--- config.mk ---
export PLATFORM = sky130hd
export DESIGN_NAME = ncomix_cell
export DESIGN_NICKNAME = d
export VERILOG_FILES = /design/src/rtl/ncomix_pkg.sv /design/src/rtl/ncomix_cell.sv
export SDC_FILE = /design/constraint.sdc
export NUM_CORES = 1
export LEC_CHECK = 0
export BUFFER_PORTS_ARGS = -buffer_cell sky130_fd_sc_hd__buf_2
export CAP_MARGIN = 20
export CORE_MARGIN = 10
export CORE_UTILIZATION = 30
export DETAILED_ROUTE_END_ITERATION = 8
export PLACE_DENSITY_LB_ADDON = 0.1
export SLEW_MARGIN = 20
export SYNTH_ARGS = -nofsm -noshare
export SYNTH_HDL_FRONTEND = slang
export SYNTH_SLANG_ARGS = --single-unit
--- constraint.sdc ---
create_clock -name clk -period 11.9 [get_ports clk]
set_input_delay 1.785 -clock clk [delete_from_list [all_inputs] [get_ports clk]]
set_output_delay 1.785 -clock clk [all_outputs]
set_load 0.01 [all_outputs]
--- src/rtl/ncomix_pkg.sv ---
// Shared types, constants and the arctangent table of the NCO mixer.
// No dependencies; every module file imports this package.
package ncomix_pkg;

  localparam int SAMPLE_W    = 16;
  localparam int PORT_PHASE_W = 32;
  localparam int ANGLE_W     = 32;
  localparam int PHASE_W_DEF = 32;
  localparam int STAGES_DEF  = 16;
  localparam int GAIN_FRAC   = 24;
  localparam int INV_GAIN_Q24 = 10188014;
  // Datapath width: sample, gain fraction, CORDIC growth and rounding headroom.
  localparam int DW          = SAMPLE_W + GAIN_FRAC + 2;
  localparam int CFG_IDX_W   = 2;
  localparam int CFG_DATA_W  = 32;

  localparam logic [CFG_IDX_W-1:0] REG_PHASE_INCREMENT = 2'd0;
  localparam logic [CFG_IDX_W-1:0] REG_START_PHASE     = 2'd1;

  typedef struct packed {
    logic signed [SAMPLE_W-1:0] sample_i;
    logic signed [SAMPLE_W-1:0] sample_q;
    logic                       restart;
  } ncomix_in_t;

  typedef struct packed {
    logic signed [SAMPLE_W-1:0] out_i;
    logic signed [SAMPLE_W-1:0] out_q;
    logic [PORT_PHASE_W-1:0]    next_phase;
  } ncomix_out_t;

  // One slot of the rotation chain.
  typedef struct packed {
    logic                      valid;
    logic signed [DW-1:0]      x;
    logic signed [DW-1:0]      y;
    logic signed [ANGLE_W-1:0] z;
    logic [PORT_PHASE_W-1:0]   next_phase;
  } ncomix_vec_t;

  // atan(2^-k) in units of 2^-32 turn, rounded.
  function automatic logic [ANGLE_W-1:0] ncomix_atan(input int unsigned k);
    logic [ANGLE_W-1:0] a;
    case (k)
      0:  a = 32'd536870912;
      1:  a = 32'd316933406;
      2:  a = 32'd167458907;
      3:  a = 32'd85004756;
      4:  a = 32'd42667331;
      5:  a = 32'd21354465;
      6:  a = 32'd10679838;
      7:  a = 32'd5340245;
      8:  a = 32'd2670163;
      9:  a = 32'd1335087;
      10: a = 32'd667544;
      11: a = 32'd333772;
      12: a = 32'd166886;
      13: a = 32'd83443;
      14: a = 32'd41722;
      15: a = 32'd20861;
      16: a = 32'd10430;
      17: a = 32'd5215;
      18: a = 32'd2608;
      19: a = 32'd1304;
      20: a = 32'd652;
      21: a = 32'd326;
      22: a = 32'd163;
      23: a = 32'd81;
      24: a = 32'd41;
      25: a = 32'd20;
      26: a = 32'd10;
      27: a = 32'd5;
      28: a = 32'd3;
      29: a = 32'd1;
      30: a = 32'd1;
      default: a = 32'd0;
    endcase
    return a;
  endfunction

endpackage

--- src/rtl/ncomix_cell.sv ---
// One CORDIC micro-rotation cell of the NCO mixer chain.
// Depends on ncomix_pkg for the slot type and the arctangent table.
module ncomix_cell import ncomix_pkg::*; #(
  parameter int STAGE = 0
) (
  input  logic        clk,
  input  logic        rst_n,
  input  logic        en,
  input  ncomix_vec_t d,
  output ncomix_vec_t q
);

  localparam logic signed [ANGLE_W-1:0] ATAN = signed'(ncomix_atan(STAGE));

  ncomix_vec_t          vec_r;
  ncomix_vec_t          vec_nxt;
  logic signed [DW-1:0] dx;
  logic signed [DW-1:0] dy;

  // Arithmetic shifts round toward minus infinity.
  assign dx = d.y >>> STAGE;
  assign dy = d.x >>> STAGE;

  always_comb begin
    vec_nxt = d;
    if (d.z >= 0) begin
      vec_nxt.x = d.x - dx;
      vec_nxt.y = d.y + dy;
      vec_nxt.z = d.z - ATAN;
    end else begin
      vec_nxt.x = d.x + dx;
      vec_nxt.y = d.y - dy;
      vec_nxt.z = d.z + ATAN;
    end
  end

  always_ff @(posedge clk) begin
    if (!rst_n) begin
      vec_r.valid <= 1'b0;
    end else if (en) begin
      vec_r <= vec_nxt;
    end
  end

  assign q = vec_r;

endmodule

==> flow_summary.ini <==
[logic_synthesis]
ys_seq_elements = 148
async_reset_ff_share_pct = 0
syn_area_sq_mm = 0.01235
synth_edf_count = 147
ys_seq_area_share_pct = 35.91
ys_warn_count = 0
syn_avg_cell_area_sq_um = 9.154
synth_area_leaders = edfxtp_1, ha_1, a21oi_1
ys_types = 77
synth_area_leader_cell = edfxtp_1
syn_nets = 1644
syn-instance-count = 1349
synth_top_area_share_pct = 35.74
synth_flop_cell = edfxtp_1

[critical_path]
critPathMaxFanout = 11
cp_top_family = compound AO/OA/AOI/OAI gates
worst_setup_path_end_kind = register
critical-path-slowest-cell = o311ai_1
crit_buf_inv = 3
critPathMaxStageDelay_ps = 790
timing.rr.end = q[148]
cp.arrival_ps = 5210
cp_cell_sequence = buf_2 > inv_1 > ha_1 > clkinv_1 > nor3_1 > o2111ai_1 > a21oi_1 > nor2_1 > o311ai_1 > nand3b_1 > a41oi_1 > xnor2_1
crit_type = in2reg
startpoint_type = input pin
worstReg2RegStart = q[148]
cp.required_ps = 12150
rr_worst_depth = 2
rrSetupSlack_ps = 11310

[detailed_routing]
vias = 11360
ant_nets = 0
routed_wl_mm = 49.59
wl_per_cell_um = 22.94
drc = 0
via_per_inst = 5.254
drt-initial-drc-count = 1015
first_pass_iters = 6

[global_routing]
grt_pass1_wl_mm = 73.72
grt_max_degree = 78
overflow = 0
grt_antenna_before_repair = 1
gr-usage-all-layers_pct = 19.48
grt_pass1_vias = 11340

[timing]
hold_viol = 0
rsz0062_at_grt = false
setup_viol = 0
period_needed_ps = 4963
finalCritPeriodShare_pct = 41.70
finalMaxSlewViolations = 0
clock.fmax_mhz = 201.5
setup-tns-final_ps = 0
worstMarginPinSlew_ps = 1096
skew_ps = 0
maxSlewHeadroom_pct = 26.36

[power_and_ir_drop]
cellLeakagePower_nw = 6.361
p_total_mw = 1.807
power.density_mw_per_mm2 = 121.3
ir_worst_vdd_uv = 117.4

[cts]
cts_tree = built
h-tree-depth = 4
clock-sinks = 148
holdBufCountCts = 0
numCtsBuffers = 17
clk_latency_ps = 490
cts_setup_buffers = 0
cts-root-buf = clkbuf_16
cts_resized = 0
cts_buffer_depth = 2
cts.clk_slew.worst_paths_ps = 80

[flow_run]
maxCapViolCount = 0

[placed_design]
dp_hpwl_mm = 39.94
port_buffers = 300
place.gp.congestion = 0.9456

[die]
core-area_sq_mm = 0.04074
die-area_sq_mm = 0.04968
initial_core_util_pct = 30.31
fp.dieH_um = 222.9
rows = 74
die_w_um = 222.9
io-pin-count = 301

[outcome]
outcome = complete, no violations

[layout]
largest_reg_flops = 148
drive_above_1_share_pct = 22.59
nets = 1911
area_delta_synth_final_pct = 20.63

[hold_path]
hold_class = reg2reg
hp-start = q[148]
min_path_cells = 2
min_to = q[148]
## layout by cell type (no fill, tap or decap), drive strengths merged, types with 19 or more instances in the layout
master / Yosys / routed
buf: 32 / 304
a21oi: 175 / 175
edfxtp: 147 / 147
ha: 139 / 139
inv: 125 / 130
nor2: 108 / 108
o21ai: 81 / 81
xnor2: 77 / 77
nand2: 72 / 72
nor3: 33 / 33
o21bai: 29 / 29
a21o: 26 / 26
nand4: 23 / 23
o31ai: 20 / 20
clkbuf: 24 / 19
## through the flow
stage / setup slack (ps) / util, % / area, sq um / hold WS, ps / std cells
after floorplan: 6235 / - / 12350 / 538.3 / 1349
after global placement: 6570 / 35.09 / 14300 / 502.4 / 2129
after detailed placement: 6393 / 35.09 / 14300 / 504.6 / 2129
after CTS: 6935 / 36.55 / 14890 / 525.0 / 2161
after global routing: 6680 / 36.57 / 14900 / 579.9 / 2162
final: 6937 / 36.57 / 14900 / 524.4 / 2162
## layout make-up
type | count | area, sq um
Timing Repair Buffer | 304 | 1538
Fill cell | 4257 | 25840
Sequential cell | 148 | 4434
Inverter | 132 | 495.5
Multi-Input combinational cell | 1013 | 7166
Clock inverter | 13 | 142.6
Tap cell | 532 | 665.6
Antenna cell | 1 | 2.502
Clock buffer | 19 | 452.9
## report_power, final
| group | internal [mW] | switching [mW] |
|---|---|---|
| clock network | 0.305 | 0.255 |
| logic | 0.206 | 0.384 |
| registers | 0.643 | 0.0128 |
| total | 1.15 | 0.653 |
## how the worst max path moves through the flow
| stage | from | end | cells past startpoint | slack [ps] |
|---|---|---|---|---|
| after detailed placement | d[67] | q[105] | 12 | 6390 |
| after global placement | d[67] | q[105] | 12 | 6570 |
| after CTS | d[67] | q[105] | 12 | 6930 |
| after floorplan | en | q[0] | 1 | 6240 |
| after global routing | d[67] | q[105] | 12 | 6680 |
| final | d[75] | q[145] | 12 | 6940 |
## Yosys cell counts (7+ instances only)
| library cell | n |
|---|---|
| a21oi_1 | 174 |
| edfxtp_1 | 147 |
| ha_1 | 139 |
| inv_1 | 120 |
| nor2_1 | 107 |
| xnor2_1 | 77 |
| o21ai_0 | 76 |
| nand2_1 | 72 |
| nor3_1 | 32 |
| o21bai_1 | 29 |
| a21o_1 | 26 |
| clkbuf_1 | 24 |
| nand4_1 | 23 |
| buf_2 | 19 |
| mux2i_1 | 18 |
| o31ai_1 | 18 |
| o211ai_1 | 15 |
| nand3_1 | 14 |
| a21boi_0 | 13 |
| nor2b_1 | 13 |
| o21a_1 | 13 |
| nand2b_1 | 11 |
| nor4_1 | 9 |
| a211oi_1 | 8 |
| a211o_1 | 7 |
| buf_1 | 7 |
| clkinv_1 | 7 |
| or2_2 | 7 |
## per-layer routing
layer / global-route usage, % / part of all wire [%] / vias up
li1: - / - / 5435
met3: 4.772 / 6.9 / 56
met2: 30.33 / 45 / 422
met4: 7.062 / 2.4 / 0
met1: 25.69 / 45 / 5447
met5: 0 / 0 / -
## cell families (layout without fill, tap and decap cells)
group | Yosys count | count (layout) | share of synthesized area, %
flip-flops | 148 | 148 | 35.91
adder cells (fa/ha/maj) | 143 | 143 | 14.73
XOR/XNOR | 81 | 81 | 5.745
AO/OA/AOI/OAI | 463 | 463 | 24.34
other | 0 | 1 | 0
AND/OR/NAND/NOR | 308 | 308 | 11.73
buffers and inverters | 188 | 468 | 6.089
multiplexers | 18 | 18 | 1.459
## worst reg2reg max path, delay by kind of cell, from the launching register on
family	cells	cell delay (ps)
flops	1	310
mux	1	120
simple gates	1	60
Power figures use the tool's default switching activity.
