## config.mk

```make
export PLATFORM = sky130hd
export DESIGN_NAME = ncomix_front
export DESIGN_NICKNAME = d
export VERILOG_FILES = /design/src/rtl/ncomix_pkg.sv /design/src/rtl/ncomix_front.sv
export SDC_FILE = /design/constraint.sdc
export NUM_CORES = 1
export LEC_CHECK = 0
export BUFFER_PORTS_ARGS = -buffer_cell sky130_fd_sc_hd__buf_2
export CAP_MARGIN = 40
export CORE_MARGIN = 2
export CORE_UTILIZATION = 47
export DETAILED_ROUTE_END_ITERATION = 7
export PLACE_DENSITY = 0.66
export SLEW_MARGIN = 0
export SYNTH_ARGS = -nofsm -noshare
export SYNTH_HDL_FRONTEND = slang
export SYNTH_SLANG_ARGS = --single-unit
```

## constraint.sdc

```tcl
create_clock -name clk -period 10.73 [get_ports clk]
set_input_delay 1.073 -clock clk [delete_from_list [all_inputs] [get_ports clk]]
set_output_delay 1.073 -clock clk [all_outputs]
set_load 0.01 [all_outputs]
```

## src/rtl/ncomix_pkg.sv

```systemverilog
// Shared types, constants and the arctangent table of the NCO mixer.
// No dependencies; every module file imports this package.
package ncomix_pkg;

  localparam int SAMPLE_W    = 16;
  localparam int PORT_PHASE_W = 32;
  localparam int ANGLE_W     = 32;
  localparam int PHASE_W_DEF = 32;
  localparam int STAGES_DEF  = 16;
  localparam int GAIN_FRAC   = 24;
  localparam int INV_GAIN_Q24 = 10188014;
  // Datapath width: sample, gain fraction, CORDIC growth and rounding headroom.
  localparam int DW          = SAMPLE_W + GAIN_FRAC + 2;
  localparam int CFG_IDX_W   = 2;
  localparam int CFG_DATA_W  = 32;

  localparam logic [CFG_IDX_W-1:0] REG_PHASE_INCREMENT = 2'd0;
  localparam logic [CFG_IDX_W-1:0] REG_START_PHASE     = 2'd1;

  typedef struct packed {
    logic signed [SAMPLE_W-1:0] sample_i;
    logic signed [SAMPLE_W-1:0] sample_q;
    logic                       restart;
  } ncomix_in_t;

  typedef struct packed {
    logic signed [SAMPLE_W-1:0] out_i;
    logic signed [SAMPLE_W-1:0] out_q;
    logic [PORT_PHASE_W-1:0]    next_phase;
  } ncomix_out_t;

  // One slot of the rotation chain.
  typedef struct packed {
    logic                      valid;
    logic signed [DW-1:0]      x;
    logic signed [DW-1:0]      y;
    logic signed [ANGLE_W-1:0] z;
    logic [PORT_PHASE_W-1:0]   next_phase;
  } ncomix_vec_t;

  // atan(2^-k) in units of 2^-32 turn, rounded.
  function automatic logic [ANGLE_W-1:0] ncomix_atan(input int unsigned k);
    logic [ANGLE_W-1:0] a;
    case (k)
      0:  a = 32'd536870912;
      1:  a = 32'd316933406;
      2:  a = 32'd167458907;
      3:  a = 32'd85004756;
      4:  a = 32'd42667331;
      5:  a = 32'd21354465;
      6:  a = 32'd10679838;
      7:  a = 32'd5340245;
      8:  a = 32'd2670163;
      9:  a = 32'd1335087;
      10: a = 32'd667544;
      11: a = 32'd333772;
      12: a = 32'd166886;
      13: a = 32'd83443;
      14: a = 32'd41722;
      15: a = 32'd20861;
      16: a = 32'd10430;
      17: a = 32'd5215;
      18: a = 32'd2608;
      19: a = 32'd1304;
      20: a = 32'd652;
      21: a = 32'd326;
      22: a = 32'd163;
      23: a = 32'd81;
      24: a = 32'd41;
      25: a = 32'd20;
      26: a = 32'd10;
      27: a = 32'd5;
      28: a = 32'd3;
      29: a = 32'd1;
      30: a = 32'd1;
      default: a = 32'd0;
    endcase
    return a;
  endfunction

endpackage

```

## src/rtl/ncomix_front.sv

```systemverilog
// Front cell of the NCO mixer: phase accumulator, quadrant pre-rotation
// and inverse-gain scaling. Depends on ncomix_pkg.
module ncomix_front import ncomix_pkg::*; #(
  parameter int PHASE_WIDTH = PHASE_W_DEF
) (
  input  logic                  clk,
  input  logic                  rst_n,
  input  logic                  en,
  input  logic                  take,
  input  ncomix_in_t            in_data,
  input  logic [CFG_DATA_W-1:0] incr,
  input  logic [CFG_DATA_W-1:0] start,
  output ncomix_vec_t           q
);

  typedef enum logic [1:0] {
    QUAD_0 = 2'd0,
    QUAD_1 = 2'd1,
    QUAD_2 = 2'd2,
    QUAD_3 = 2'd3
  } quad_t;

  localparam logic signed [GAIN_FRAC:0] INV_S = (GAIN_FRAC + 1)'(INV_GAIN_Q24);

  logic [PHASE_WIDTH-1:0]     acc_r;
  logic [PHASE_WIDTH-1:0]     acc_nxt;
  logic [PHASE_WIDTH-1:0]     used;
  logic [PHASE_WIDTH-1:0]     inc_ext;
  logic [PHASE_WIDTH-1:0]     start_ext;
  logic [ANGLE_W-1:0]         a32;
  quad_t                      quad;
  logic signed [SAMPLE_W:0]   si_ext;
  logic signed [SAMPLE_W:0]   sq_ext;
  logic signed [SAMPLE_W:0]   xs;
  logic signed [SAMPLE_W:0]   ys;
  logic signed [DW-1:0]       px;
  logic signed [DW-1:0]       py;
  ncomix_vec_t                vec_r;
  ncomix_vec_t                vec_nxt;

  assign inc_ext   = PHASE_WIDTH'(signed'(incr));
  assign start_ext = PHASE_WIDTH'(start);
  assign used      = in_data.restart ? start_ext : acc_r;
  assign acc_nxt   = used + inc_ext;

  // Align the phase to 32 bits per turn whatever the accumulator width.
  assign a32  = ANGLE_W'({used, {ANGLE_W{1'b0}}} >> PHASE_WIDTH);
  assign quad = quad_t'(a32[ANGLE_W-1 -: 2]);

  assign si_ext = (SAMPLE_W + 1)'(in_data.sample_i);
  assign sq_ext = (SAMPLE_W + 1)'(in_data.sample_q);

  // Whole quarter turns are applied exactly before the micro-rotations.
  always_comb begin
    case (quad)
      QUAD_0: begin
        xs = si_ext;
        ys = sq_ext;
      end
      QUAD_1: begin
        xs = -sq_ext;
        ys = si_ext;
      end
      QUAD_2: begin
        xs = -si_ext;
        ys = -sq_ext;
      end
      QUAD_3: begin
        xs = sq_ext;
        ys = -si_ext;
      end
      default: begin
        xs = si_ext;
        ys = sq_ext;
      end
    endcase
  end

  assign px = xs * INV_S;
  assign py = ys * INV_S;

  always_comb begin
    vec_nxt.valid      = take;
    vec_nxt.x          = px;
    vec_nxt.y          = py;
    vec_nxt.z          = signed'({2'b00, a32[ANGLE_W-3:0]});
    vec_nxt.next_phase = PORT_PHASE_W'(acc_nxt);
  end

  always_ff @(posedge clk) begin
    if (!rst_n) begin
      acc_r       <= '0;
      vec_r.valid <= 1'b0;
    end else begin
      if (take) begin
        acc_r <= acc_nxt;
      end
      if (en) begin
        vec_r <= vec_nxt;
      end
    end
  end

  assign q = vec_r;

endmodule

```

==> impl_metrics.sql, run 1 <==
INSERT INTO impl_metrics (metric_group, metric, value, unit) VALUES
('status', 'outcome', 'complete, no violations', ''),
('setup_path', 'worstPathArrival', '9.59', 'ns'),
('global_route', 'grt_max_degree', '51', ''),
('timing', 'clock.fmax', '107', 'MHz'),
('synth', 'yosys.cell_types.count', '70', ''),
('placed_design', 'dp_slack', '0.958', 'ns'),
('setup_path', 'critical_path.max_stage_delay', '0.64', 'ns'),
('setup_path', 'reg2reg_from', 'acc_r[31]', ''),
('clocking', 'ctsRootBufferMaster', 'clkbuf_16', ''),
('placed_design', 'globalplace.congestion', '1.02', ''),
('clocking', 'clk_pin_slew_worst_paths', '0.09', 'ns'),
('timing', 'timing_max_transition_violations_final', '0', ''),
('setup_path', 'setup.worst_path.start_class', 'input pin', ''),
('die', 'dieArea', '52500', 'um^2'),
('global_route', 'global_route_wire_length_before_repair', '99600', 'um'),
('detailed_routing', 'detail-route-antenna-nets', '0', ''),
('timing', 'timing_hold_violations_final', '0', ''),
('final_layout', 'drive_gt1_frac', '0.133', ''),
('timing', 'min_period_over_period', '0.871', ''),
('timing', 'slew_of_the_pin_with_the_lowest_slew_margin', '0.933', 'ns'),
('synth', 'postSynthRegisterBits', '177', ''),
('detailed_routing', 'detail_route.iter0.violations', '1137', ''),
('global_route', 'grt-ovfl-total', '0', ''),
('setup_path', 'cp_max_fo', '7', ''),
('setup_path', 'cp.required', '10.97', 'ns'),
('detailed_routing', 'dr_total_vias', '17246', ''),
('setup_path', 'endpoint_kind', 'flop', ''),
('setup_path', 'timing.critical_path.slowest_stage_cell', 'a2111oi_0', ''),
('synth', 'synth-warning-count', '0', ''),
('global_route', 'vias_in_the_first_global_route', '17861', ''),
('detailed_routing', 'post-route-drc-count', '0', ''),
('timing', 'timing.max_slew.rel_slack', '0.378', ''),
('clocking', 'cts_max_path_buffers', '2', ''),
('clocking', 'clk-insertion-delay-late', '0.50', 'ns'),
('die', 'fp.dieW', '229', 'um'),
('clocking', 'cts_hold_repair.buffers', '0', ''),
('clocking', 'clkSinkCount', '177', ''),
('placed_design', 'port_buffers', '245', ''),
('detailed_routing', 'routed_wire_length_per_instance', '19.2', 'um'),
('die', 'initial_core_util', '0.475', ''),
('global_route', 'groute.usage.overall', '0.246', ''),
('die', 'num_io_pins', '250', ''),
('die', 'core.rowCount', '82', ''),
('synth', 'mappedNetlistArea', '23800', 'um^2'),
('synth', 'post_synth_inst_count', '2336', ''),
('global_route', 'antenna_found_initial', '16', ''),
('setup_path', 'cp-startpoint', 'in_data[1]', ''),
('synth', 'avgSynthCellArea', '10.2', 'um^2'),
('clocking', 'cts_resized', '0', ''),
('timing', 'final.setup.worst_slack', '1.38', 'ns'),
('synth', 'async_flop_share', '0', ''),
('synth', 'synth_seq_area_share', '0.209', ''),
('die', 'die_h', '229', 'um'),
('timing', 'unrepaired_setup_endpoints_after_global_routing', 'false', ''),
('setup_path', 'critPathKind', 'input pin to flop', ''),
('clocking', 'cts_setup_buffers', '0', ''),
('synth', 'synthFlopType', 'edfxtp_1', ''),
('synth', 'number_of_enable_type_register_cells_in_the_synthesized_netlist', '144', ''),
('detailed_routing', 'drt_pass1_iterations', '6', ''),
('clocking', 'tritoncts.num_buffers', '17', ''),
('final_layout', 'area.growth.synth_to_final', '11.2', '%'),
('detailed_routing', 'wirelength', '62500', 'um'),
('timing', 'final_period_minus_worst_setup_slack', '9.35', 'ns'),
('timing', 'report.final.setup_viol', '0', ''),
('hold_path', 'min-delay-start', 'acc_r[1]', ''),
('timing', 'fin_tns_setup', '0', 'ns'),
('timing', 'final.setup_skew', '0.0189', 'ns'),
('die', 'placeableCoreArea', '50100', 'um^2'),
('hold_path', 'worst_min_delay_path_class', 'flop to flop', ''),
('final_layout', 'finish.net_count', '3328', ''),
('detailed_routing', 'viasPerCell', '5.29', ''),
('clocking', 'cts.htree.levels', '4', ''),
('placed_design', 'hpwl', '53100', 'um'),
('clocking', 'cts_tree', 'done', ''),
('flow_run', 'drv.max_cap_violation_count', '0', '');
-- cell type report --
cell class              count  area, um^2
diodes                      9        22.5
clock buffers              18         429
clock inverters            14         176
fillers                  4518       23600
inverters                 528        1980
multi-input cells        1578       16600
flip-flops and latches    177        4980
well taps                 672         841
repair buffers            264        1380
-- cells by family (layout without fill, tap and decap cells) --
group / count (synthesis) / count (layout) / synth area share
simple gates: 368 / 368 / 0.0764
compound gates: 343 / 343 / 0.0936
flops: 177 / 177 / 0.209
other cells: 1 / 13 / 0.000158
xor+xnor: 128 / 128 / 0.0471
mux: 74 / 74 / 0.0328
fa+ha+maj: 661 / 661 / 0.447
buf+inv: 584 / 824 / 0.0931
-- registers in the layout, summed over array words and instances (netlist names) --
register  count
acc_r        32
q           145
-- worst max-delay path, delay by kind of cell --
kind | cells | cell delay [ns]
AOI/OAI and AO/OA | 6 | 1.87
xor gates and xnor gates | 1 | 0.10
adders and majority gates | 8 | 3.43
buffers and inverters | 7 | 0.62
and+or+nand+nor | 10 | 2.46
-- cell usage in the layout, fill, tap and decap left out, types with 48 or more instances in the layout --
| master | count |
|---|---|
| xnor2_1 | 80 |
| a21o_1 | 57 |
| ha_1 | 344 |
| nand2_1 | 99 |
| edfxtp_1 | 144 |
| nor2_1 | 84 |
| xor2_1 | 48 |
| fa_1 | 317 |
| inv_1 | 527 |
| buf_2 | 246 |
| a21oi_1 | 102 |
-- path summary, 6_finish.rpt --
| check | end | slack, ns | cells after the start |
|---|---|---|---|
| max | q[104] | 1.38 | 32 |
| min | acc_r[1] | 0.48 | 1 |
| max reg2reg | q[146] | 2.35 | 26 |
| min reg2reg | acc_r[1] | 0.48 | 1 |
-- synth_stat cells, drive strengths merged, types with 18 or more instances --
library cell | number | area share
nand3 | 31 | 0.0065
mux2i | 41 | 0.017
nand2 | 99 | 0.016
xor2 | 48 | 0.018
fa | 317 | 0.27
clkbuf | 43 | 0.0068
inv | 528 | 0.083
a21oi | 102 | 0.021
a31oi | 21 | 0.0058
mux2 | 33 | 0.016
a21o | 57 | 0.018
o21a | 18 | 0.0057
ha | 344 | 0.18
nor2 | 84 | 0.013
xnor2 | 80 | 0.029
dfxtp | 33 | 0.028
nor2b | 39 | 0.010
o21ai | 64 | 0.013
nand4 | 23 | 0.0060
edfxtp | 144 | 0.18
-- metrics by stage --
stage          cells   util  hold WS, ns  cell area, um^2
2_1_floorplan   2339      -        0.453            23800
3_5_place_dp    3218  0.516        0.466            25800
3_3_place_gp    3215  0.515        0.467            25800
5_1_grt         3255  0.528        0.507            26400
6_report        3260  0.529        0.480            26500
4_1_cts         3250  0.528        0.484            26400
-- layer usage --
metal / share of wire / global-route usage / up-vias
li1: - / - / 8095
met1: 0.45 / 0.340 / 8546
met2: 0.46 / 0.393 / 504
met3: 0.067 / 0.0554 / 85
met4: 0.020 / 0.0643 / 16
met5: 0.0017 / 0 / -
Power of run 1 is left out: the tool's default activity adds up to more than one toggle a clock period on the data nets, which glitch-free logic cannot reach.
==> run 2: changes to the inputs <==
--- a/config.mk
+++ b/config.mk
@@ -9,9 +9,11 @@
 export CAP_MARGIN = 40
 export CORE_MARGIN = 2
 export CORE_UTILIZATION = 47
+export CTS_BUF_LIST = sky130_fd_sc_hd__clkbuf_4
 export DETAILED_ROUTE_END_ITERATION = 7
 export PLACE_DENSITY = 0.66
 export SLEW_MARGIN = 0
 export SYNTH_ARGS = -nofsm -noshare
 export SYNTH_HDL_FRONTEND = slang
 export SYNTH_SLANG_ARGS = --single-unit
+export TNS_END_PERCENT = 5
==> run 2 against run 1 <==
Effect of this change:
- clock-buffer cell count unchanged
- sequential share of layout area grew 0.21 points
- via count fell by 0.14%
- final cell count is essentially flat
- worst setup slack improved by 0.30 ns
- die area unchanged
- core utilization decreased by 0.58 points
- hold slack improved by 0.019 ns
- critical endpoint unchanged
- largest cell class unchanged
==> impl_metrics.sql, run 2 (synthesis gave the netlist of run 1 again) <==
INSERT INTO impl_metrics (metric_group, metric, value, unit) VALUES
('global_route', 'grt_max_degree', '51', ''),
('detailed_routing', 'viasPerCell', '5.28', ''),
('hold_path', 'hold-path-endpoint', 'acc_r[1]', ''),
('setup_path', 'setup.worst_path.start_class', 'input pin', ''),
('timing', 'final.setup_skew', '0.0384', 'ns'),
('detailed_routing', 'detail_route.iter0.violations', '1145', ''),
('clocking', 'tritoncts.num_buffers', '17', ''),
('die', 'placeableCoreArea', '50100', 'um^2'),
('timing', 'min_period_over_period', '0.844', ''),
('die', 'initial_core_util', '0.475', ''),
('global_route', 'groute.usage.overall', '0.247', ''),
('final_layout', 'drive_gt1_frac', '0.133', ''),
('hold_path', 'worst_hold_path.num_cells', '1', ''),
('placed_design', 'globalplace.congestion', '1.02', ''),
('die', 'fp.dieW', '229', 'um'),
('timing', 'report.final.setup_viol', '0', ''),
('die', 'core.rowCount', '82', ''),
('setup_path', 'timing.critical_path.slowest_stage_cell', 'a2111oi_0', ''),
('placed_design', 'detailed_place.area', '25800', 'um^2'),
('final_layout', 'layout.cells.most_common_list', 'inv_1 (527), ha_1 (344), fa_1 (317)', ''),
('setup_path', 'cp.required', '11.29', 'ns'),
('detailed_routing', 'post-route-drc-count', '0', ''),
('final_layout', 'finish.net_count', '3328', ''),
('timing', 'fin_tns_setup', '0', 'ns'),
('clocking', 'cts_resized', '0', ''),
('die', 'die_h', '229', 'um'),
('clocking', 'clk-insertion-delay-late', '0.79', 'ns'),
('setup_path', 'rr_worst_depth', '25', ''),
('hold_path', 'min-delay-start', 'acc_r[1]', ''),
('setup_path', 'cp_max_fo', '7', ''),
('timing', 'slew_of_the_pin_with_the_lowest_slew_margin', '0.866', 'ns'),
('final_layout', 'final_cell_count_no_fill', '3261', ''),
('setup_path', 'critical_path.max_stage_delay', '0.64', 'ns'),
('detailed_routing', 'detail-route-antenna-nets', '0', ''),
('final_layout', 'layout_commonest_cell', 'inv_1', ''),
('placed_design', 'port_buffers', '245', ''),
('clocking', 'ctsRootBufferMaster', 'clkbuf_4', ''),
('detailed_routing', 'wirelength', '62500', 'um'),
('detailed_routing', 'drt_pass1_iterations', '5', ''),
('setup_path', 'reg2reg_from', 'acc_r[31]', ''),
('placed_design', 'hpwl', '53100', 'um'),
('clocking', 'cts_hold_repair.buffers', '0', ''),
('final_layout', 'area.growth.synth_to_final', '9.93', '%'),
('final_layout', 'stdcell_area', '26200', 'um^2'),
('detailed_routing', 'dr_total_vias', '17221', ''),
('die', 'dieArea', '52500', 'um^2'),
('global_route', 'grt-ovfl-total', '0', ''),
('status', 'outcome', 'complete, no violations', ''),
('global_route', 'antenna_found_initial', '17', ''),
('timing', 'timing.max_slew.rel_slack', '0.417', ''),
('clocking', 'clk_pin_slew_worst_paths', '0.20', 'ns'),
('setup_path', 'worst-r2r-setup-slack', '2.40', 'ns'),
('die', 'num_io_pins', '250', ''),
('global_route', 'vias_in_the_first_global_route', '17814', ''),
('clocking', 'cts.htree.levels', '4', ''),
('final_layout', 'largest_reg_flops', '145', ''),
('detailed_routing', 'routed_wire_length_per_instance', '19.2', 'um'),
('clocking', 'cts_tree', 'done', ''),
('timing', 'unrepaired_setup_endpoints_after_global_routing', 'false', ''),
('setup_path', 'endpoint_kind', 'flop', ''),
('setup_path', 'regToRegEndpoint', 'q[144]', ''),
('timing', 'final_period_minus_worst_setup_slack', '9.05', 'ns'),
('clocking', 'clkSinkCount', '177', ''),
('setup_path', 'critPathKind', 'input pin to flop', ''),
('placed_design', 'dp_cells', '3218', ''),
('timing', 'timing_max_transition_violations_final', '0', ''),
('hold_path', 'worst_min_delay_path_class', 'flop to flop', ''),
('setup_path', 'worstPathArrival', '9.62', 'ns'),
('clocking', 'cts_max_path_buffers', '2', ''),
('clocking', 'cts_setup_buffers', '0', ''),
('timing', 'timing_hold_violations_final', '0', ''),
('flow_run', 'drv.max_cap_violation_count', '0', ''),
('timing', 'clock.fmax', '110', 'MHz'),
('global_route', 'global_route_wire_length_before_repair', '99600', 'um');
## run 2: changes by cell type in the layout (fill, tap and decap cells not counted)
cell,previous run,this run
clkbuf_4,0,18
clkbuf_16,17,0
clkbuf_1,1,0
diode_2,9,10
## run 2: layer usage
layer | track usage | up-vias | share of wire
met5 | 0 | - | 0.0016
met4 | 0.0724 | 16 | 0.020
met3 | 0.0514 | 82 | 0.062
met2 | 0.393 | 498 | 0.46
met1 | 0.340 | 8510 | 0.45
li1 | - | 8115 | -
## run 2: critical path, delay by kind of cell
family	cells	cell delay, ns
and+or+nand+nor	10	2.48
xor gates and xnor gates	1	0.10
buffers and inverters	7	0.63
adders and majority gates	8	3.43
AOI/OAI and AO/OA	6	1.87
## run 2: area by class of cell
cell class,count,area (um^2)
multi-input cells,1578,16600
flip-flops and latches,177,4980
inverters,528,1980
well taps,672,841
repair buffers,264,1380
fillers,4558,23900
clock inverters,14,176
diodes,10,25.0
clock buffers,18,135
## run 2: per-stage QoR
| step | worst slack [ns] | hold WS, ns | utilization |
|---|---|---|---|
| floorplan | 2.22 | 0.453 | - |
| global placement | 1.12 | 0.467 | 0.515 |
| detailed placement | 0.958 | 0.466 | 0.516 |
| CTS | 1.87 | 0.474 | 0.522 |
| global route | 1.22 | 0.526 | 0.522 |
| finish | 1.68 | 0.499 | 0.523 |
## run 2: how the worst max path moves through the flow
stage               startpoint     end  cells past startpoint
floorplan           in_data[1]  q[104]                     32
global placement    in_data[1]  q[104]                     32
detailed placement  in_data[1]  q[104]                     32
CTS                 in_data[1]  q[104]                     32
global route        in_data[1]  q[104]                     32
finish              in_data[1]  q[104]                     32
Power of run 2 is left out for the same reason.
