$ cat src/rtl/ncomix_pkg.sv
// Shared types, constants and the arctangent table of the NCO mixer.
// No dependencies; every module file imports this package.
package ncomix_pkg;

  localparam int SAMPLE_W    = 16;
  localparam int PORT_PHASE_W = 32;
  localparam int ANGLE_W     = 32;
  localparam int PHASE_W_DEF = 32;
  localparam int STAGES_DEF  = 16;
  localparam int GAIN_FRAC   = 24;
  localparam int INV_GAIN_Q24 = 10188014;
  // Datapath width: sample, gain fraction, CORDIC growth and rounding headroom.
  localparam int DW          = SAMPLE_W + GAIN_FRAC + 2;
  localparam int CFG_IDX_W   = 2;
  localparam int CFG_DATA_W  = 32;

  localparam logic [CFG_IDX_W-1:0] REG_PHASE_INCREMENT = 2'd0;
  localparam logic [CFG_IDX_W-1:0] REG_START_PHASE     = 2'd1;

  typedef struct packed {
    logic signed [SAMPLE_W-1:0] sample_i;
    logic signed [SAMPLE_W-1:0] sample_q;
    logic                       restart;
  } ncomix_in_t;

  typedef struct packed {
    logic signed [SAMPLE_W-1:0] out_i;
    logic signed [SAMPLE_W-1:0] out_q;
    logic [PORT_PHASE_W-1:0]    next_phase;
  } ncomix_out_t;

  // One slot of the rotation chain.
  typedef struct packed {
    logic                      valid;
    logic signed [DW-1:0]      x;
    logic signed [DW-1:0]      y;
    logic signed [ANGLE_W-1:0] z;
    logic [PORT_PHASE_W-1:0]   next_phase;
  } ncomix_vec_t;

  // atan(2^-k) in units of 2^-32 turn, rounded.
  function automatic logic [ANGLE_W-1:0] ncomix_atan(input int unsigned k);
    logic [ANGLE_W-1:0] a;
    case (k)
      0:  a = 32'd536870912;
      1:  a = 32'd316933406;
      2:  a = 32'd167458907;
      3:  a = 32'd85004756;
      4:  a = 32'd42667331;
      5:  a = 32'd21354465;
      6:  a = 32'd10679838;
      7:  a = 32'd5340245;
      8:  a = 32'd2670163;
      9:  a = 32'd1335087;
      10: a = 32'd667544;
      11: a = 32'd333772;
      12: a = 32'd166886;
      13: a = 32'd83443;
      14: a = 32'd41722;
      15: a = 32'd20861;
      16: a = 32'd10430;
      17: a = 32'd5215;
      18: a = 32'd2608;
      19: a = 32'd1304;
      20: a = 32'd652;
      21: a = 32'd326;
      22: a = 32'd163;
      23: a = 32'd81;
      24: a = 32'd41;
      25: a = 32'd20;
      26: a = 32'd10;
      27: a = 32'd5;
      28: a = 32'd3;
      29: a = 32'd1;
      30: a = 32'd1;
      default: a = 32'd0;
    endcase
    return a;
  endfunction

endpackage

$ cat src/rtl/ncomix_out.sv
// Output cell of the NCO mixer: rounding, saturation and the result register.
// Depends on ncomix_pkg.
module ncomix_out import ncomix_pkg::*; (
  input  logic        clk,
  input  logic        rst_n,
  input  logic        en,
  input  ncomix_vec_t d,
  output logic        out_valid,
  output ncomix_out_t out_data
);

  localparam int RW = DW - GAIN_FRAC;
  localparam logic signed [DW-1:0] HALF = DW'(1) <<< (GAIN_FRAC - 1);

  logic signed [DW-1:0]       xr;
  logic signed [DW-1:0]       yr;
  logic signed [SAMPLE_W-1:0] si;
  logic signed [SAMPLE_W-1:0] sq;
  logic                       valid_r;
  ncomix_out_t                data_r;
  ncomix_out_t                data_nxt;

  assign xr = d.x + HALF;
  assign yr = d.y + HALF;

  // The value fits when all bits above the sample's sign bit agree with it.
  function automatic logic signed [SAMPLE_W-1:0] sat(input logic [RW-1:0] r);
    logic signed [SAMPLE_W-1:0] s;
    if (&r[RW-1:SAMPLE_W-1] || ~|r[RW-1:SAMPLE_W-1]) begin
      s = signed'(r[SAMPLE_W-1:0]);
    end else if (r[RW-1]) begin
      s = signed'({1'b1, {(SAMPLE_W - 1){1'b0}}});
    end else begin
      s = signed'({1'b0, {(SAMPLE_W - 1){1'b1}}});
    end
    return s;
  endfunction

  assign si = sat(xr[DW-1:GAIN_FRAC]);
  assign sq = sat(yr[DW-1:GAIN_FRAC]);

  always_comb begin
    data_nxt.out_i      = si;
    data_nxt.out_q      = sq;
    data_nxt.next_phase = d.next_phase;
  end

  always_ff @(posedge clk) begin
    if (!rst_n) begin
      valid_r <= 1'b0;
    end else if (en) begin
      valid_r <= d.valid;
    end
  end

  always_ff @(posedge clk) begin
    if (en) begin
      data_r <= data_nxt;
    end
  end

  assign out_valid = valid_r;
  assign out_data  = data_r;

endmodule

$ cat config.mk
export PLATFORM = sky130hd
export DESIGN_NAME = ncomix_out
export DESIGN_NICKNAME = d
export VERILOG_FILES = /design/src/rtl/ncomix_pkg.sv /design/src/rtl/ncomix_out.sv
export SDC_FILE = /design/constraint.sdc
export NUM_CORES = 1
export LEC_CHECK = 0
export BUFFER_PORTS_ARGS = -buffer_cell sky130_fd_sc_hd__buf_2
export CORE_UTILIZATION = 45
export DETAILED_ROUTE_END_ITERATION = 12
export HOLD_SLACK_MARGIN = 0.03
export PLACE_DENSITY = 0.84
export SYNTH_ARGS = -nofsm -noshare
export SYNTH_HDL_FRONTEND = slang
export SYNTH_SLANG_ARGS = --single-unit
export TNS_END_PERCENT = 50
$ cat constraint.sdc
create_clock -name clk -period 3.49 [get_ports clk]
set_input_delay 0.349 -clock clk [delete_from_list [all_inputs] [get_ports clk]]
set_output_delay 0.349 -clock clk [all_outputs]
set_load 0.02 [all_outputs]
==> flow_summary.yaml, run 1 <==
clocking:
  cts_setup_buffers: 0
  cts_num_sinks: 65
  insertion_delay_ps: 340
  cts_root_buf: "clkbuf_8"
  cts-resized-gates: 0
  path_clk_slew_ps: 80
  cts_htree_levels: 3
  cts.hold.buffers_added: 0
  cts_tree: "done"
  cts_buffers: 9
  clock_path_buffers: 2
die:
  fp.dieH_um: 86.5
  die_width_um: 86.5
  initial_core_util_pct: 47.0
  fp-row-count: 30
  core_mm2: 0.00683
  io_pins: 217
  die-area_mm2: 0.00748
detailed_routing:
  drtPass1Iterations: 5
  route.detailed.drc: 0
  drt_wl_total_um: 7120
  viasPerCell: 5.24
  postRouteAntennaNets: 0
  wl_per_cell_um: 14.3
  drt-initial-drc-count: 119
  vias: 2602
cells_and_area:
  multi_input_area_mm2: 0.00117
  fill_cells: 572
  drive_gt1_share_pct: 42.9
  diodes: 0
  finish.utilization_pct: 61.2
  fin_nets: 550
  syn2layout_area_growth_pct: 30.1
  seq_area_mm2: 0.00194
synthesis:
  synth_cell_types: 53
  synthArstFlopShare_pct: 0
  yosysSeqAreaShare_pct: 60.4
  synth_edf_count: 64
  syn_inst: 256
  synth_seq_cells: 65
  dominantRegCellSynth: "edfxtp_1"
  synth-warning-count: 0
  netlist_area_mm2: 0.00321
  syn_area_per_cell_um2: 12.6
  syn_nets: 410
place:
  port-buffer-count: 138
  gp_congestion: 0.867
  dp_hpwl_um: 5460
power:
  vdd_drop_max_v: 0.000239
  p_per_area_mw_per_mm2: 461
  leakagePower_uw: 0.00166
sta:
  finalCritPeriodShare_pct: 62.2
  worst_pin_slew_ps: 1080
  max_freq_ghz: 0.461
  max_slew_margin_pct: 28.3
  period_needed_ps: 2170
  setup_viol: 0
  finClkSkew_ps: 0
  fin_tns_setup_ps: 0
  hold_violations: 0
  holdWs_ps: 179
  grt_setup_unrepaired: "no"
  final_max_slew_viol_count: 0
global_route:
  grt_max_degree: 49
  grt_antenna_before_repair: 1
  first_global_vias: 2472
  grt-ovfl-total: 0
  groute.usage.overall_pct: 19.3
  grt_pass1_wl_um: 11100
critical_path:
  cp-end-kind: "register"
  cp_max_fo: 12
  worst-endpoint-required_ps: 3530
  worst-endpoint-arrival_ps: 2210
  startpoint_type: "primary input"
  crit_type: "in -> reg"
min_path:
  hold_class: "in -> reg"
outcome:
  outcome: "finished, final reports clean"
run:
  max-cap-violations: 0
-- placed cells by master (no fill, tap or decap), drive strengths merged, types with 2 or more instances in the layout --
cell type | synthesis | final
nor2 | 9 | 9
and3 | 9 | 9
o21a | 2 | 2
and2 | 5 | 5
ha | 2 | 2
nand3 | 11 | 11
nor3 | 6 | 6
a21oi | 17 | 17
and4 | 2 | 2
a311oi | 2 | 2
clkinv | 1 | 4
o31ai | 2 | 2
o311ai | 2 | 2
buf | 8 | 141
inv | 7 | 9
a31oi | 3 | 3
nor4 | 4 | 4
nand2 | 14 | 14
or3 | 2 | 2
clkbuf | 4 | 9
xor2 | 12 | 12
a211oi | 2 | 2
or2 | 3 | 3
o211ai | 6 | 6
edfxtp | 64 | 64
o21ai | 17 | 17
xnor2 | 16 | 16
nand4 | 10 | 10
-- state kept, by name (all words and copies together) (netlist names) --
register   flops
out_data      64
out_valid      1
-- metrics by stage --
| step | setup slack (ps) | power [µW] | cells | area (µm²) |
|---|---|---|---|---|
| 4_1_cts | 1340 | 1950 | 497 | 4180 |
| 2_1_floorplan | 1630 | 1160 | 256 | 3210 |
| 3_5_place_dp | 966 | 1310 | 481 | 3980 |
| 6_report | 1320 | 1930 | 497 | 4180 |
| 3_3_place_gp | 1100 | 1290 | 481 | 3980 |
| 5_1_grt | 1100 | 2000 | 497 | 4180 |
-- path summary, 6_finish.rpt --
| check | startpoint | to | slack [ps] | cells after the start |
|---|---|---|---|---|
| worst max-delay path | d[129] | out_data[51] | 1320 | 7 |
| worst min-delay path | d[1] | out_data[1] | 180 | 1 |
| worst max register to register | out_valid | out_valid | 2840 | 2 |
| worst min register to register | out_valid | out_valid | 570 | 2 |
-- critical path, stage by stage --
cell,delay (ps)
buf_2,100
ha_1,190
nand3_1,180
nor2_1,330
o2111ai_1,170
a31oi_1,670
o21ai_0,210
-- cells by family (layout without fill, tap and decap cells) --
family                   Yosys count  in the layout  synth area share, %
adder cells (fa/ha/maj)            3              3                 1.09
multiplexers                       1              1                0.312
AND/OR/NAND/NOR                   77             77                 13.9
AO/OA/AOI/OAI                     62             62                 13.7
XOR/XNOR                          28             28                 7.63
buffers and inverters             20            165                 3.00
flip-flops                        65             65                 60.4
-- layer usage --
metal / GRT usage, % / vias to the layer above / wire length [µm]
li1: - / 1262 / -
met1: 19.9 / 1198 / 2610
met2: 34.4 / 121 / 3670
met3: 7.33 / 19 / 646
met4: 8.94 / 2 / 188
met5: 0 / - / 11
-- cell usage after synthesis (6+ instances only) --
library cell  count  share of area [%]
a21oi_1          11                1.7
and3_1            9                1.8
edfxtp_1         64                 60
inv_1             7               0.82
nand2_1          14                1.6
nand3_1          10                1.6
nand4_1           9                1.8
nor2_1            9                1.1
nor3_1            6               0.93
o211ai_1          6                1.4
o21ai_0           9                1.4
o21ai_1           8                1.2
xnor2_1          16                4.4
xor2_1           12                3.3
-- report_power, final --
group          total, µW  leakage (µW)  switching, µW  internal, µW
combinational        333      0.000927            214           119
sequential           954      0.000634           16.1           938
clock                642      0.000100            306           336
-- area by class of cell --
cell class              instances  share of cell area (%)
flip-flops and latches         65                    46.4
clock buffers                   9                    2.96
multi-input cells             171                    28.1
repair buffers                141                    17.1
inverters                       8                   0.718
well taps                      96                    2.87
clock inverters                 7                    1.86
(Power assumes the default switching activity.)
==> run 2: changes to the inputs <==
ABC_AREA = 1   (was default)
CORE_UTILIZATION = 38   (was 45)
PLACE_DENSITY = 0.75   (was 0.84)
clock period = 1.9 ns   (was 3.49 ns; I/O delays follow)
==> run 2 against run 1 <==
Against the previous run: critical path type unchanged; sequential power grew 83%; highest routed layer is now met4; clock skew is the same; largest power group unchanged; sequential cell count is the same; global-route usage shrank 2.5 points.
==> flow_summary.yaml, run 2 <==
outcome:
  outcome: "finished, final reports clean"
sta:
  grt_setup_unrepaired: "no"
  hold_violations: 0
  finalCritPeriodShare_pct: 79.0
  finClkSkew_ps: 0
  fin_tns_setup_ps: 0
  setup_viol: 0
  max_slew_margin_pct: 77.3
  holdWs_ps: 61.3
  period_needed_ps: 1500
  final_max_slew_viol_count: 0
  max_freq_ghz: 0.667
  worst_pin_slew_ps: 341
clocking:
  cts_root_buf: "clkbuf_8"
  cts_buffers: 9
  cts_num_sinks: 65
  cts_htree_levels: 3
  cts_tree: "done"
  cts-resized-gates: 0
  clock_path_buffers: 2
  path_clk_slew_ps: 70
  insertion_delay_ps: 330
critical_path:
  max_stage_delay_ps: 250
  cp_top_family: "simple AND/OR/NAND/NOR gates"
  cp_slowest_cell: "o21ai_0"
  worst-endpoint-required_ps: 1980
  startpoint_type: "primary input"
  crit_type: "in -> reg"
  cp_max_fo: 15
  cpMostUsedCell: "nand2_4"
  cp-end-kind: "register"
  crit_chain: "buf_2, ha_1, nand2_2, nor2_4, nand2_4, o21ai_0, nand4_1, nand2_4, nand2_1"
  crit_buf_inv: 1
  worst-endpoint-arrival_ps: 1580
synthesis:
  synth_common_cells: "89 x nand2_1, 64 x edfxtp_1, 22 x nand2_2"
  syn_inst: 295
  syn_nets: 449
  synth-warning-count: 0
  synth_edf_count: 64
  synth_top_area_share_pct: 59.6
  yosysSeqAreaShare_pct: 60.2
  synthArstFlopShare_pct: 0
  yosysTopAreaCell: "edfxtp_1"
  dominantRegCellSynth: "edfxtp_1"
  syn_area_per_cell_um2: 10.9
  synth_cell_types: 26
  ys_top_cells_by_area: "edfxtp_1 60%, nand2_1 10%, xor2_1 5.2%"
  netlist_area_mm2: 0.00322
  synth_seq_cells: 65
  yosysMostFrequentCell: "nand2_1"
power:
  totalPowerFinal_uw: 3480
  leakagePower_uw: 0.00209
  p_per_area_mw_per_mm2: 770
  vdd_drop_max_v: 0.000354
cells_and_area:
  diodes: 0
  drive_gt1_share_pct: 42.4
  syn2layout_area_growth_pct: 40.4
  largest_reg_flops: 64
  final_common_cell: "buf_2"
  fin_nets: 628
  most-common-layout-cells: "138 x buf_2, 89 x nand2_1, 64 x edfxtp_1, 31 x dlygate4sd3_1, 22 x nand2_2"
  fill_cells: 747
place:
  dp_hpwl_um: 5340
  port-buffer-count: 138
  gp_congestion: 0.861
detailed_routing:
  drt-initial-drc-count: 81
  postRouteAntennaNets: 0
  route.detailed.drc: 0
  drt_wl_total_um: 7360
  vias: 2556
  drtPass1Iterations: 4
  viasPerCell: 4.38
  wl_per_cell_um: 12.6
die:
  core_mm2: 0.00822
  fp-row-count: 33
  initial_core_util_pct: 39.2
  die_width_um: 94.1
  io_pins: 217
  fp.dieH_um: 94.1
  die-area_mm2: 0.00885
global_route:
  first_global_vias: 2324
  groute.usage.overall_pct: 16.7
  grt_pass1_wl_um: 11000
  grt_antenna_before_repair: 0
  grt-ovfl-total: 0
  grt_max_degree: 67
run:
  max-cap-violations: 0
min_path:
  hold_class: "in -> reg"
run 2: cell families (layout without fill, tap and decap cells):
group,count (synthesis),count (layout),synth area share [%]
flip-flops,65,65,60.2
buffers and inverters,29,213,4.70
AO/OA/AOI/OAI,7,7,1.71
AND/OR/NAND/NOR,164,164,25.0
XOR/XNOR,28,28,7.61
adder cells (fa/ha/maj),2,2,0.776
run 2: power breakdown:
part	total (µW)	internal, µW	switching [µW]	leakage [µW]
Clock	1070	511	557	0.0000887
Combinational	666	256	411	0.00137
Sequential	1750	1720	28.9	0.000636
run 2: through the flow:
stage / instances / area [µm²] / util [%] / setup WS, ps
2_1_floorplan: 295 / 3220 / - / 346
3_3_place_gp: 537 / 4040 / 49.1 / 144
3_5_place_dp: 537 / 4040 / 49.1 / 39.3
4_1_cts: 584 / 4530 / 55.1 / 408
5_1_grt: 584 / 4530 / 55.1 / 298
6_report: 584 / 4530 / 55.1 / 400
run 2: path summary, 6_finish.rpt:
kind	slack, ps	endpoint	cells past startpoint	startpoint
max	400	out_data[35]	9	d[87]
min	60	out_data[29]	1	d[29]
max reg2reg	1250	out_valid	2	out_valid
min reg2reg	560	out_valid	2	out_valid
run 2: repair_timing:
action	CTS	global route
setup buffers	0	0
hold buffers	31	0
endpoints found under the hold margin	31	0
run 2: cell type report:
class                           count  area [µm²]  area share, %
Tap cell                          105         131           2.90
Timing Repair Buffer              172        1050           23.2
Multi-Input combinational cell    201        1130           25.0
Inverter                           25        93.8           2.07
Clock buffer                       10         138           3.04
Clock inverter                      6        42.5          0.940
Sequential cell                    65        1940           42.9
run 2: layer usage:
metal | part of all wire (%) | GRT usage (%)
met4 | 1.2 | 6.79
met5 | 0 | 0
met3 | 6.0 | 4.37
met1 | 45 | 21.4
met2 | 47 | 26.8
==> run 3: changes to the inputs <==
CORE_UTILIZATION = 42   (was 38)
PLACE_DENSITY = 0.79   (was 0.75)
clock period = 1.43 ns   (was 1.9 ns; I/O delays follow)
==> run 3 against run 2 <==
Against the previous run: sequential power increased by 33%; via count increased by 7.9%; utilization increased by 13 points; first-iteration DRC count increased by 7.4%; highest routed layer unchanged; total power increased by 44%; clock skew unchanged; global-route usage increased by 2.1 points; clock power increased by 61%; critical endpoint is now out_data[55]; clock-buffer cell count decreased by 1; critical path depth increased by 4; hold slack got worse by 2.6 ps; routed wire length increased by 4.8%.
==> flow_summary.yaml, run 3 (same netlist as run 2, synthesis figures left out) <==
outcome:
  outcome: "finished, final reports clean"
critical_path:
  crit_buf_inv: 2
  cpMostUsedCell: "nand2_1"
  crit_chain: "buf_2, ha_4, nand2_2, nor2_4, nand2_4, nor2_4, nand2_1, nand2_1, nand2_2, inv_2, nand2_4, nand2_1, nand2_1"
  worst-endpoint-required_ps: 1510
  cp_slowest_cell: "ha_4"
  worst-endpoint-arrival_ps: 1350
  cp_max_fo: 15
  cp_top_family: "simple AND/OR/NAND/NOR gates"
  cp-end-kind: "register"
  r2r_slack_ps: 800
  max_stage_delay_ps: 140
  startpoint_type: "primary input"
  crit_type: "in -> reg"
clocking:
  clock_path_buffers: 2
  cts_htree_levels: 3
  cts_num_sinks: 65
  cts_buffers: 9
  path_clk_slew_ps: 70
  cts_tree: "done"
  cts_root_buf: "clkbuf_8"
  cts_setup_buffers: 0
  insertion_delay_ps: 320
cells_and_area:
  most-common-layout-cells: "138 x buf_2, 79 x nand2_1, 64 x edfxtp_1, 46 x buf_4"
  drive_gt1_share_pct: 49.6
  diodes: 0
  stdcell_count: 625
  fill_cells: 560
  postLayoutCellArea_mm2: 0.00498
  largest_reg_flops: 64
  final_common_cell: "buf_2"
  fin_nets: 675
  syn2layout_area_growth_pct: 54.5
global_route:
  grt_pass1_wl_um: 11300
  grt_use_met1_pct: 21.0
  grt_antenna_before_repair: 0
  first_global_vias: 2544
  grt_use_met3_pct: 4.02
  grt_use_met2_pct: 34.2
  grt_max_degree: 33
  grt.busiest_layer: "met2"
  grt-ovfl-total: 0
  groute.usage.overall_pct: 18.8
min_path:
  hold_class: "in -> reg"
sta:
  finClkSkew_ps: 0
  grt_setup_unrepaired: "no"
  max_freq_ghz: 0.789
  final_max_slew_viol_count: 0
  period_needed_ps: 1270
  setup_viol: 0
  hold_violations: 0
  max_slew_margin_pct: 72.8
  worst_pin_slew_ps: 408
  finalCritPeriodShare_pct: 88.6
die:
  initial_core_util_pct: 44.0
  io_pins: 217
  die-area_mm2: 0.00803
  core_mm2: 0.00733
  fp-row-count: 31
  fp.dieH_um: 89.6
  die_width_um: 89.6
place:
  dpl.cell_count: 577
  dp_hpwl_um: 5720
  placed_area_mm2: 0.00444
  gp_congestion: 0.956
  port-buffer-count: 138
detailed_routing:
  viasPerCell: 4.41
  vias: 2757
  postRouteAntennaNets: 0
  drt-initial-drc-count: 87
  drtPass1Iterations: 4
  wl_per_cell_um: 12.3
  drt_wl_total_um: 7710
  route.detailed.drc: 0
power:
  vdd_drop_max_v: 0.000623
  p_per_area_mw_per_mm2: 1010
  leakagePower_uw: 0.00235
run:
  max-cap-violations: 0
==> run 3: area by class of cell <==
type | count | area, µm² | share of cell area (%)
multi-input cells | 201 | 1180 | 23.7
well taps | 99 | 124 | 2.49
inverters | 25 | 93.8 | 1.88
repair buffers | 219 | 1420 | 28.4
clock buffers | 9 | 124 | 2.49
clock inverters | 7 | 100 | 2.01
flip-flops and latches | 65 | 1940 | 39.0
==> run 3: final timing paths <==
check	from	end	depth (start not counted)
min	rst_n	out_valid	3
max reg2reg	out_valid	out_valid	2
min reg2reg	out_valid	out_valid	2
max	d[129]	out_data[55]	13
==> run 3: per-layer routing <==
layer	share of wire, %	vias up	routed length, µm
met2	53	100	4060
met5	0	-	0
met4	2.0	0	151
met3	6.2	15	478
li1	-	1409	-
met1	39	1233	3020
==> run 3: tightest hold or removal path: stages <==
cell,delay (ps)
buf_2,90
o21ai_0,60
a21oi_1,40
==> run 3: power breakdown <==
group / internal, µW / switching [µW]
Sequential: 2280 / 40.0
Combinational: 412 / 574
Clock: 999 / 721
==> run 3: what timing repair did <==
action,4_1_cts,5_1_grt
resized for setup,0,0
endpoints found under the hold margin,32,0
hold buffers,32,0
endpoints found under the setup margin,0,0
==> run 3: metrics by stage <==
stage	hold WS [ps]	setup TNS [ps]	setup slack [ps]	utilization, %	power [µW]
2_1_floorplan	236	-569	-35.5	-	2840
3_3_place_gp	320	-3470	-138	60.5	3260
5_1_grt	78.7	0	59.1	67.9	5240
4_1_cts	39.5	0	169	67.9	5080
6_report	58.7	0	162	67.9	5030
3_5_place_dp	321	-5190	-186	60.5	3280
